### config.mk
export PLATFORM = sky130hd
export DESIGN_NAME = sorted_priority_queue
export DESIGN_NICKNAME = d
export VERILOG_FILES = /design/src/hw/rtl/spq_pkg.sv /design/src/hw/rtl/spq_cell.sv /design/src/hw/rtl/sorted_priority_queue.sv
export VERILOG_INCLUDE_DIRS = /design/src /design/src/hw/rtl
export SDC_FILE = /design/constraint.sdc
export NUM_CORES = 2
export LEC_CHECK = 0
export BUFFER_PORTS_ARGS = -buffer_cell sky130_fd_sc_hd__clkbuf_2
export CORE_MARGIN = 4
export CORE_UTILIZATION = 40
export CTS_CLUSTER_DIAMETER = 200
export DETAILED_ROUTE_END_ITERATION = 7
export GPL_ROUTABILITY_DRIVEN = 0
export PLACE_DENSITY_LB_ADDON = 0.3
export SYNTH_ARGS = -nofsm -noshare
export SYNTH_HDL_FRONTEND = slang
export SYNTH_SLANG_ARGS = --single-unit
### constraint.sdc
create_clock -name i_clk -period 18.7 [get_ports i_clk]
set_input_delay 1.87 -clock i_clk [delete_from_list [all_inputs] [get_ports i_clk]]
set_output_delay 1.87 -clock i_clk [all_outputs]
set_load 0.1 [all_outputs]
### src/hw/rtl/assert_macros.svh
// assertion macros used by sorted_priority_queue
// no dependencies
`ifndef ASSERT_MACROS_SVH
`define ASSERT_MACROS_SVH

// checked at every rising edge while reset is released
`define ASSERT_CLK(label, clk, rst_n, prop, msg) \
    label: assert property (@(posedge clk) disable iff (!rst_n) prop) else $error(msg);

// checked at every rising edge, reset included
`define ASSERT_ALWAYS(label, clk, prop, msg) \
    label: assert property (@(posedge clk) prop) else $error(msg);

`endif

### src/hw/rtl/spq_pkg.sv
// types and constants of the sorted priority queue
// no dependencies
package spq_pkg;

    localparam int MODE_W    = 3;
    localparam int RANK_W    = 16;
    localparam int PAY_W     = 32;
    localparam int FIELD5_W  = 5;
    localparam int S_TDATA_W = 56;
    localparam int M_TDATA_W = 64;

    typedef enum logic [MODE_W-1:0] {
        MODE_INSERT     = 3'd0,
        MODE_REMOVE     = 3'd1,
        MODE_PEEK_FRONT = 3'd2,
        MODE_PEEK_TAIL  = 3'd3,
        MODE_PURGE      = 3'd4
    } t_mode;

    typedef struct packed {
        logic              valid;
        logic [RANK_W-1:0] rank;
        logic [PAY_W-1:0]  payload;
    } t_entry;

    typedef struct packed {
        logic              ins;
        logic              rem;
        logic              clr;
        logic [RANK_W-1:0] rank;
        logic [PAY_W-1:0]  payload;
    } t_cmd;

endpackage

### src/hw/rtl/spq_cell.sv
// one cell of the sorted chain: holds one entry, compares and shifts
// depends on spq_pkg
module spq_cell (
    input  logic           i_clk,
    input  logic           i_rst_n,
    input  spq_pkg::t_cmd   i_cmd,
    input  spq_pkg::t_entry i_prev,
    input  logic           i_prev_take,
    input  spq_pkg::t_entry i_next,
    output spq_pkg::t_entry o_entry,
    output logic           o_take,
    output logic           o_eq
);

    logic                       r_valid;
    logic [spq_pkg::RANK_W-1:0] r_rank;
    logic [spq_pkg::PAY_W-1:0]  r_payload;
    spq_pkg::t_entry            n_entry;

    assign o_entry = '{valid: r_valid, rank: r_rank, payload: r_payload};
    assign o_take  = r_valid && (r_rank >= i_cmd.rank);
    assign o_eq    = r_valid && (r_rank == i_cmd.rank);

    always_comb begin
        n_entry = o_entry;
        if (i_cmd.clr) begin
            n_entry.valid = 1'b0;
        end else if (i_cmd.ins && !o_take) begin
            if (i_prev_take) begin
                n_entry = '{valid: 1'b1, rank: i_cmd.rank, payload: i_cmd.payload};
            end else begin
                n_entry = i_prev;
            end
        end else if (i_cmd.rem) begin
            n_entry = i_next;
        end
    end

    always_ff @(posedge i_clk) begin
        if (!i_rst_n) begin
            r_valid <= 1'b0;
        end else begin
            r_valid <= n_entry.valid;
        end
    end

    always_ff @(posedge i_clk) begin
        r_rank    <= n_entry.rank;
        r_payload <= n_entry.payload;
    end

endmodule

### src/hw/rtl/sorted_priority_queue.sv
// sorted priority queue: top level with the cell chain and result register
// depends on spq_pkg, spq_cell and assert_macros.svh
//
//   channel   direction  fields (tdata from bit 0 up)
//   s_axis    in         mode, new_rank, new_payload
//   m_axis    out        ok, item_rank, item_payload, entry_count, is_empty, search_cost
//
// one operation per cycle while m_axis is ready: every cell compares and shifts in the same cycle
// the result is registered and shown in the cycle after the beat is taken
// a stalled result holds s_axis off until m_axis takes it
// reset empties the queue at once, no clearing pass
`include "assert_macros.svh"

module sorted_priority_queue #(
    parameter int DEPTH = 16
) (
    input  logic                          i_clk,
    input  logic                          i_rst_n,
    input  logic                          i_s_axis_tvalid,
    output logic                          o_s_axis_tready,
    // mode, new_rank, new_payload, zero pad
    input  logic [spq_pkg::S_TDATA_W-1:0] i_s_axis_tdata,
    output logic                          o_m_axis_tvalid,
    input  logic                          i_m_axis_tready,
    // ok, item_rank, item_payload, entry_count, is_empty, search_cost, zero pad
    output logic [spq_pkg::M_TDATA_W-1:0] o_m_axis_tdata
);

    localparam int CW = $clog2(DEPTH + 1);

    logic [CW-1:0]                 r_count;
    logic [CW-1:0]                 n_count;
    logic                          r_m_valid;
    logic [spq_pkg::M_TDATA_W-1:0] r_m_data;
    logic [spq_pkg::M_TDATA_W-1:0] n_m_data;

    logic                       w_accept;
    spq_pkg::t_mode             w_mode;
    logic [spq_pkg::RANK_W-1:0] w_rank;
    logic [spq_pkg::PAY_W-1:0]  w_payload;
    logic                       w_full;
    logic                       w_empty;
    spq_pkg::t_cmd              w_cmd;

    spq_pkg::t_entry w_entry [DEPTH];
    logic [DEPTH-1:0] w_valid;
    logic [DEPTH-1:0] w_take;
    logic [DEPTH-1:0] w_eq;
    logic [DEPTH-1:0] w_tail_hot;
    logic [DEPTH-1:0] w_miss_hot;
    logic [DEPTH-1:0] w_order_ok;

    logic [CW-1:0]              w_pos;
    logic [spq_pkg::RANK_W-1:0] w_tail_rank;
    logic [spq_pkg::PAY_W-1:0]  w_tail_payload;
    logic [CW-1:0]              w_cost;

    assign w_accept  = i_s_axis_tvalid && o_s_axis_tready;
    assign w_mode    = spq_pkg::t_mode'(i_s_axis_tdata[spq_pkg::MODE_W-1:0]);
    assign w_rank    = i_s_axis_tdata[spq_pkg::MODE_W +: spq_pkg::RANK_W];
    assign w_payload = i_s_axis_tdata[spq_pkg::MODE_W + spq_pkg::RANK_W +: spq_pkg::PAY_W];
    assign w_full    = (r_count == CW'(DEPTH));
    assign w_empty   = (r_count == '0);

    always_comb begin
        w_cmd         = '0;
        w_cmd.rank    = w_rank;
        w_cmd.payload = w_payload;
        if (w_accept) begin
            case (w_mode)
                spq_pkg::MODE_INSERT: w_cmd.ins = !w_full;
                spq_pkg::MODE_REMOVE: w_cmd.rem = !w_empty;
                spq_pkg::MODE_PURGE:  w_cmd.clr = 1'b1;
                default:              w_cmd.ins = 1'b0;
            endcase
        end
    end

    for (genvar i = 0; i < DEPTH; i++) begin : g_cell
        spq_pkg::t_entry w_prev;
        spq_pkg::t_entry w_next;
        logic            w_prev_take;

        if (i == 0) begin : g_head
            assign w_prev      = '0;
            assign w_prev_take = 1'b1;
            assign w_miss_hot[i] = !w_take[i];
        end else begin : g_body
            assign w_prev      = w_entry[i-1];
            assign w_prev_take = w_take[i-1];
            assign w_miss_hot[i] = !w_take[i] && w_take[i-1];
        end

        if (i == DEPTH - 1) begin : g_last
            assign w_next        = '0;
            assign w_tail_hot[i] = w_valid[i];
            assign w_order_ok[i] = 1'b1;
        end else begin : g_inner
            assign w_next        = w_entry[i+1];
            assign w_tail_hot[i] = w_valid[i] && !w_valid[i+1];
            assign w_order_ok[i] = !w_valid[i+1] || (w_entry[i].rank >= w_entry[i+1].rank);
        end

        spq_cell u_cell (
            .i_clk       (i_clk),
            .i_rst_n     (i_rst_n),
            .i_cmd       (w_cmd),
            .i_prev      (w_prev),
            .i_prev_take (w_prev_take),
            .i_next      (w_next),
            .o_entry     (w_entry[i]),
            .o_take      (w_take[i]),
            .o_eq        (w_eq[i])
        );

        assign w_valid[i] = w_entry[i].valid;
    end

    always_comb begin
        w_pos          = '0;
        w_tail_rank    = '0;
        w_tail_payload = '0;
        for (int i = 0; i < DEPTH; i++) begin
            if (w_miss_hot[i]) begin
                w_pos = w_pos | CW'(i);
            end
            if (w_tail_hot[i]) begin
                w_tail_rank    = w_tail_rank | w_entry[i].rank;
                w_tail_payload = w_tail_payload | w_entry[i].payload;
            end
        end
    end

    always_comb begin
        if (w_empty) begin
            w_cost = CW'(1);
        end else if (|(w_valid & ~w_take)) begin
            w_cost = w_pos + CW'(1);
        end else if (|w_eq) begin
            w_cost = r_count;
        end else begin
            w_cost = CW'(1);
        end
    end

    always_comb begin
        logic                       ok;
        logic [spq_pkg::RANK_W-1:0] item_rank;
        logic [spq_pkg::PAY_W-1:0]  item_payload;
        logic [CW-1:0]              cost;
        ok           = 1'b0;
        item_rank    = '0;
        item_payload = '0;
        cost         = '0;
        n_count      = r_count;
        case (w_mode)
            spq_pkg::MODE_INSERT: begin
                if (!w_full) begin
                    ok      = 1'b1;
                    cost    = w_cost;
                    n_count = r_count + CW'(1);
                end
            end
            spq_pkg::MODE_REMOVE: begin
                if (!w_empty) begin
                    ok           = 1'b1;
                    item_rank    = w_entry[0].rank;
                    item_payload = w_entry[0].payload;
                    n_count      = r_count - CW'(1);
                end
            end
            spq_pkg::MODE_PEEK_FRONT: begin
                if (!w_empty) begin
                    ok           = 1'b1;
                    item_rank    = w_entry[0].rank;
                    item_payload = w_entry[0].payload;
                end
            end
            spq_pkg::MODE_PEEK_TAIL: begin
                if (!w_empty) begin
                    ok           = 1'b1;
                    item_rank    = w_tail_rank;
                    item_payload = w_tail_payload;
                end
            end
            spq_pkg::MODE_PURGE: begin
                ok      = !w_empty;
                n_count = '0;
            end
            default: begin
                ok = 1'b0;
            end
        endcase
        n_m_data = {4'b0000,
                    spq_pkg::FIELD5_W'(cost),
                    (n_count == '0),
                    spq_pkg::FIELD5_W'(n_count),
                    item_payload,
                    item_rank,
                    ok};
    end

    assign o_s_axis_tready = !r_m_valid || i_m_axis_tready;
    assign o_m_axis_tvalid = r_m_valid;
    assign o_m_axis_tdata  = r_m_data;

    always_ff @(posedge i_clk) begin
        if (!i_rst_n) begin
            r_count   <= '0;
            r_m_valid <= 1'b0;
        end else begin
            if (w_accept) begin
                r_count   <= n_count;
                r_m_valid <= 1'b1;
            end else if (i_m_axis_tready) begin
                r_m_valid <= 1'b0;
            end
        end
    end

    always_ff @(posedge i_clk) begin
        if (w_accept) begin
            r_m_data <= n_m_data;
        end
    end

    // occupied cells form a prefix, match the count and are sorted; an accepted insert grows the count
    `ASSERT_CLK(a_count_match, i_clk, i_rst_n, $countones(w_valid) == r_count, "count mismatch")
    `ASSERT_CLK(a_prefix, i_clk, i_rst_n, ((w_valid + DEPTH'(1)) & w_valid) == '0, "gap in chain")
    `ASSERT_CLK(a_sorted, i_clk, i_rst_n, &w_order_ok, "chain out of order")
    `ASSERT_CLK(a_insert_grows, i_clk, i_rst_n, w_accept && w_mode == spq_pkg::MODE_INSERT && !w_full |=> r_count == $past(r_count) + CW'(1), "insert lost")

endmodule
==> summary.txt <==
Clock network
  • Worst-path clk slew: 0.06 ns
  • Post-cts resize count: 0
  • CTS Buf Count: 97
  • Clock latency on the worst-skew pair: 0.76 ns
  • Clk sinks: 850
  • Hold-fix buffers at CTS: 0
  • H-Tree Depth: 3
  • Clk buf depth: 3
  • Root Driver: clkbuf_16
  • CTS tree: yes
  • Postcts setup bufs: 0

Power
  • Tot Pwr: 0.00477 W
  • Total power per unit cell area: 82.6 nW/um2
  • Peak VDD IR: 71.8 uV
  • LEAKAGE: 21.2 nW

Global routing
  • Largest net degree at the start of global routing: 78
  • Number of global-route vias before repair: 42600
  • Grt total ovfl: 0
  • First-pass GRT wire length: 315 mm
  • GRT Overall Usage: 31.9%
  • Initial antenna violation count: 15

Logic synthesis
  • Warnings, synthesis: 0
  • Post-synth EDFFs: 828
  • Ys async rst share: 0%
  • Post-synth top flop: edfxtp_1
  • Mapped Cells: 5015
  • Post-Syn Area: 52300 um2
  • Synthesized area per cell: 10.4 um2
  • Synth unique cells: 87
  • Sequential share of the synthesized area: 48.4%
  • #FFs+latches synth: 850

Worst setup path
  • Critical path type: input port to flip-flop
  • Crit path DAT: 7.76 ns
  • CP startpoint kind: input port
  • Crit-path max FO: 37
  • Flop2flop setup slack: 13.09 ns
  • Critical Path End Type: flip-flop
  • Worst endpoint required time: 19.26 ns

Detailed routing
  • # DRC: 1
  • Via count: 45800
  • Initial drt markers: 7810
  • DRT Pass-1 Iters: 8
  • Routed Antenna Nets: 0
  • Final wirelength: 226 mm
  • Vias per cell: 6.78
  • Routed WL per cell: 33.5 um

Cells and area
  • Share of cells above drive strength 1: 9.26%
  • Commonest cells after routing, fill and taps aside: edfxtp_1 (828), nand2_1 (751), mux2i_1 (654)
  • Layout fillers: 12200
  • Area grow syn2layout: 10.6%
  • Commonest non-fill, non-tap cell in the layout: edfxtp_1
  • Fin nets: 5241
  • Design area: 57800 um2

Floorplanning
  • Core region area: 130000 um2
  • Die height: 369 um
  • Die Span X: 369 um
  • IO Count: 126
  • Initial Utilization: 40.3%
  • Placement row count: 132
  • Die Area: 136000 um2

STA
  • Rel. slew slack: 6.44%
  • Final Hold Viols: 0
  • Final period util: 38.5%
  • Final min period: 7.20 ns
  • Max frequency: 139 MHz
  • Count of final setup violators: 0
  • Worst hold slack: 0.546 ns
  • Layout Skew: 0.0505 ns
  • Least-Margin Pin Slew: 1.40 ns
  • Final Slew Violations: 0
  • Unrepaired setup endpoints after global routing: no
  • Setup TNS Final: 0 ns

Status
  • Status: complete, but fails checks
  • Violated checks: design-rule violations

Hold path
  • Hold WC Path Type: flip-flop to flip-flop

Placed design
  • Dpl cell area: 54600 um2
  • Detailed Place HPWL: 132 mm
  • I/O Buffers: 116

Run
  • Max_cap viols: 0
==> cell type report <==
cell class,instances,area [um2],share of cell area (%)
tap,1742,2180,3.77
antenna,10,25.0,0.0433
clock inverter,54,562,0.972
inverter,57,216,0.375
timing repair buffer,209,1280,2.21
clock buffer,123,2570,4.44
multi-input combinational,3707,25600,44.4
sequential,850,25300,43.8
==> final timing paths <==
path | start | to | depth (start not counted)
setup reg to reg | g_cell[4].u_cell.r_rank[5]$_DFFE_PP_ | o_m_axis_tdata[57]$_SDFFCE_PP0P_ | 13
setup / recovery | i_s_axis_tdata[13] | o_m_axis_tdata[57]$_SDFFCE_PP0P_ | 15
hold / removal | o_m_axis_tvalid$_SDFFE_PN0P_ | o_m_axis_tvalid$_SDFFE_PN0P_ | 2
hold reg to reg | o_m_axis_tvalid$_SDFFE_PN0P_ | o_m_axis_tvalid$_SDFFE_PN0P_ | 2
==> through the flow <==
step	setup slack (ns)	cells	util (%)
after detailed placement	11.26	6565	42.1
after floorplan	10.96	5018	-
after global routing	11.69	6746	44.6
after global placement	11.24	6565	42.1
final	11.50	6752	44.6
after CTS	11.98	6742	44.5
==> Yosys cell counts, drive strengths merged (57+ instances only) <==
cell type | n | area share (%)
a22oi | 162 | 2.3
clkbuf | 300 | 2.2
ha | 259 | 6.2
a21oi | 194 | 1.9
nor2 | 219 | 1.6
edfxtp | 828 | 48
buf | 104 | 1.0
mux2i | 654 | 13
a22o | 121 | 2.0
nand4 | 114 | 1.4
nand2 | 777 | 5.6
a221oi | 123 | 2.1
inv | 57 | 0.41
o21ai | 728 | 7.0
==> routing by layer <==
metal	vias up	global-route usage (%)	part of all wire, %
li1	19000	-	-
met1	22000	42.2	36
met2	3830	46.3	41
met3	989	10.4	16
met4	8	17.2	6.9
met5	-	0	0.026
==> worst max-delay path, stage by stage <==
cell and delay, ns:
clkbuf_2 0.31, inv_1 0.58, ha_1 0.54, nand4_1 0.23
nor3_1 0.90, o31ai_1 0.54, a31oi_4 0.27, buf_4 0.36
buf_4 0.90, o2bb2ai_1 0.20, nand4b_1 0.34, ha_1 0.26
xor2_1 0.14, nand2_1 0.08, a21oi_1 0.12
==> flip-flops by register name (all words and copies together) (netlist names) <==
signal	cells
g_cell.u_cell.r_payload	512
r_count	5
o_m_axis_tvalid	1
o_m_axis_tdata	60
g_cell.u_cell.r_rank	256
g_cell.u_cell.r_valid	16
==> where the power goes <==
| group | switching, W | leakage [nW] | internal, W |
|---|---|---|---|
| combinational | 0.000435 | 11.9 | 0.000149 |
| clock | 0.000848 | 1.51 | 0.00111 |
| sequential | 0.0000632 | 7.79 | 0.00217 |
==> cell families after synthesis <==
logic type	synth area share, %
adders and majority gates	6.20
other	0.00718
xor gates and xnor gates	0.0503
and+or+nand+nor	10.5
muxes	13.5
buffers and inverters	3.58
DFF	48.4
AOI/OAI and AO/OA	17.7
Note: power is estimated with default switching activity, not from simulation.
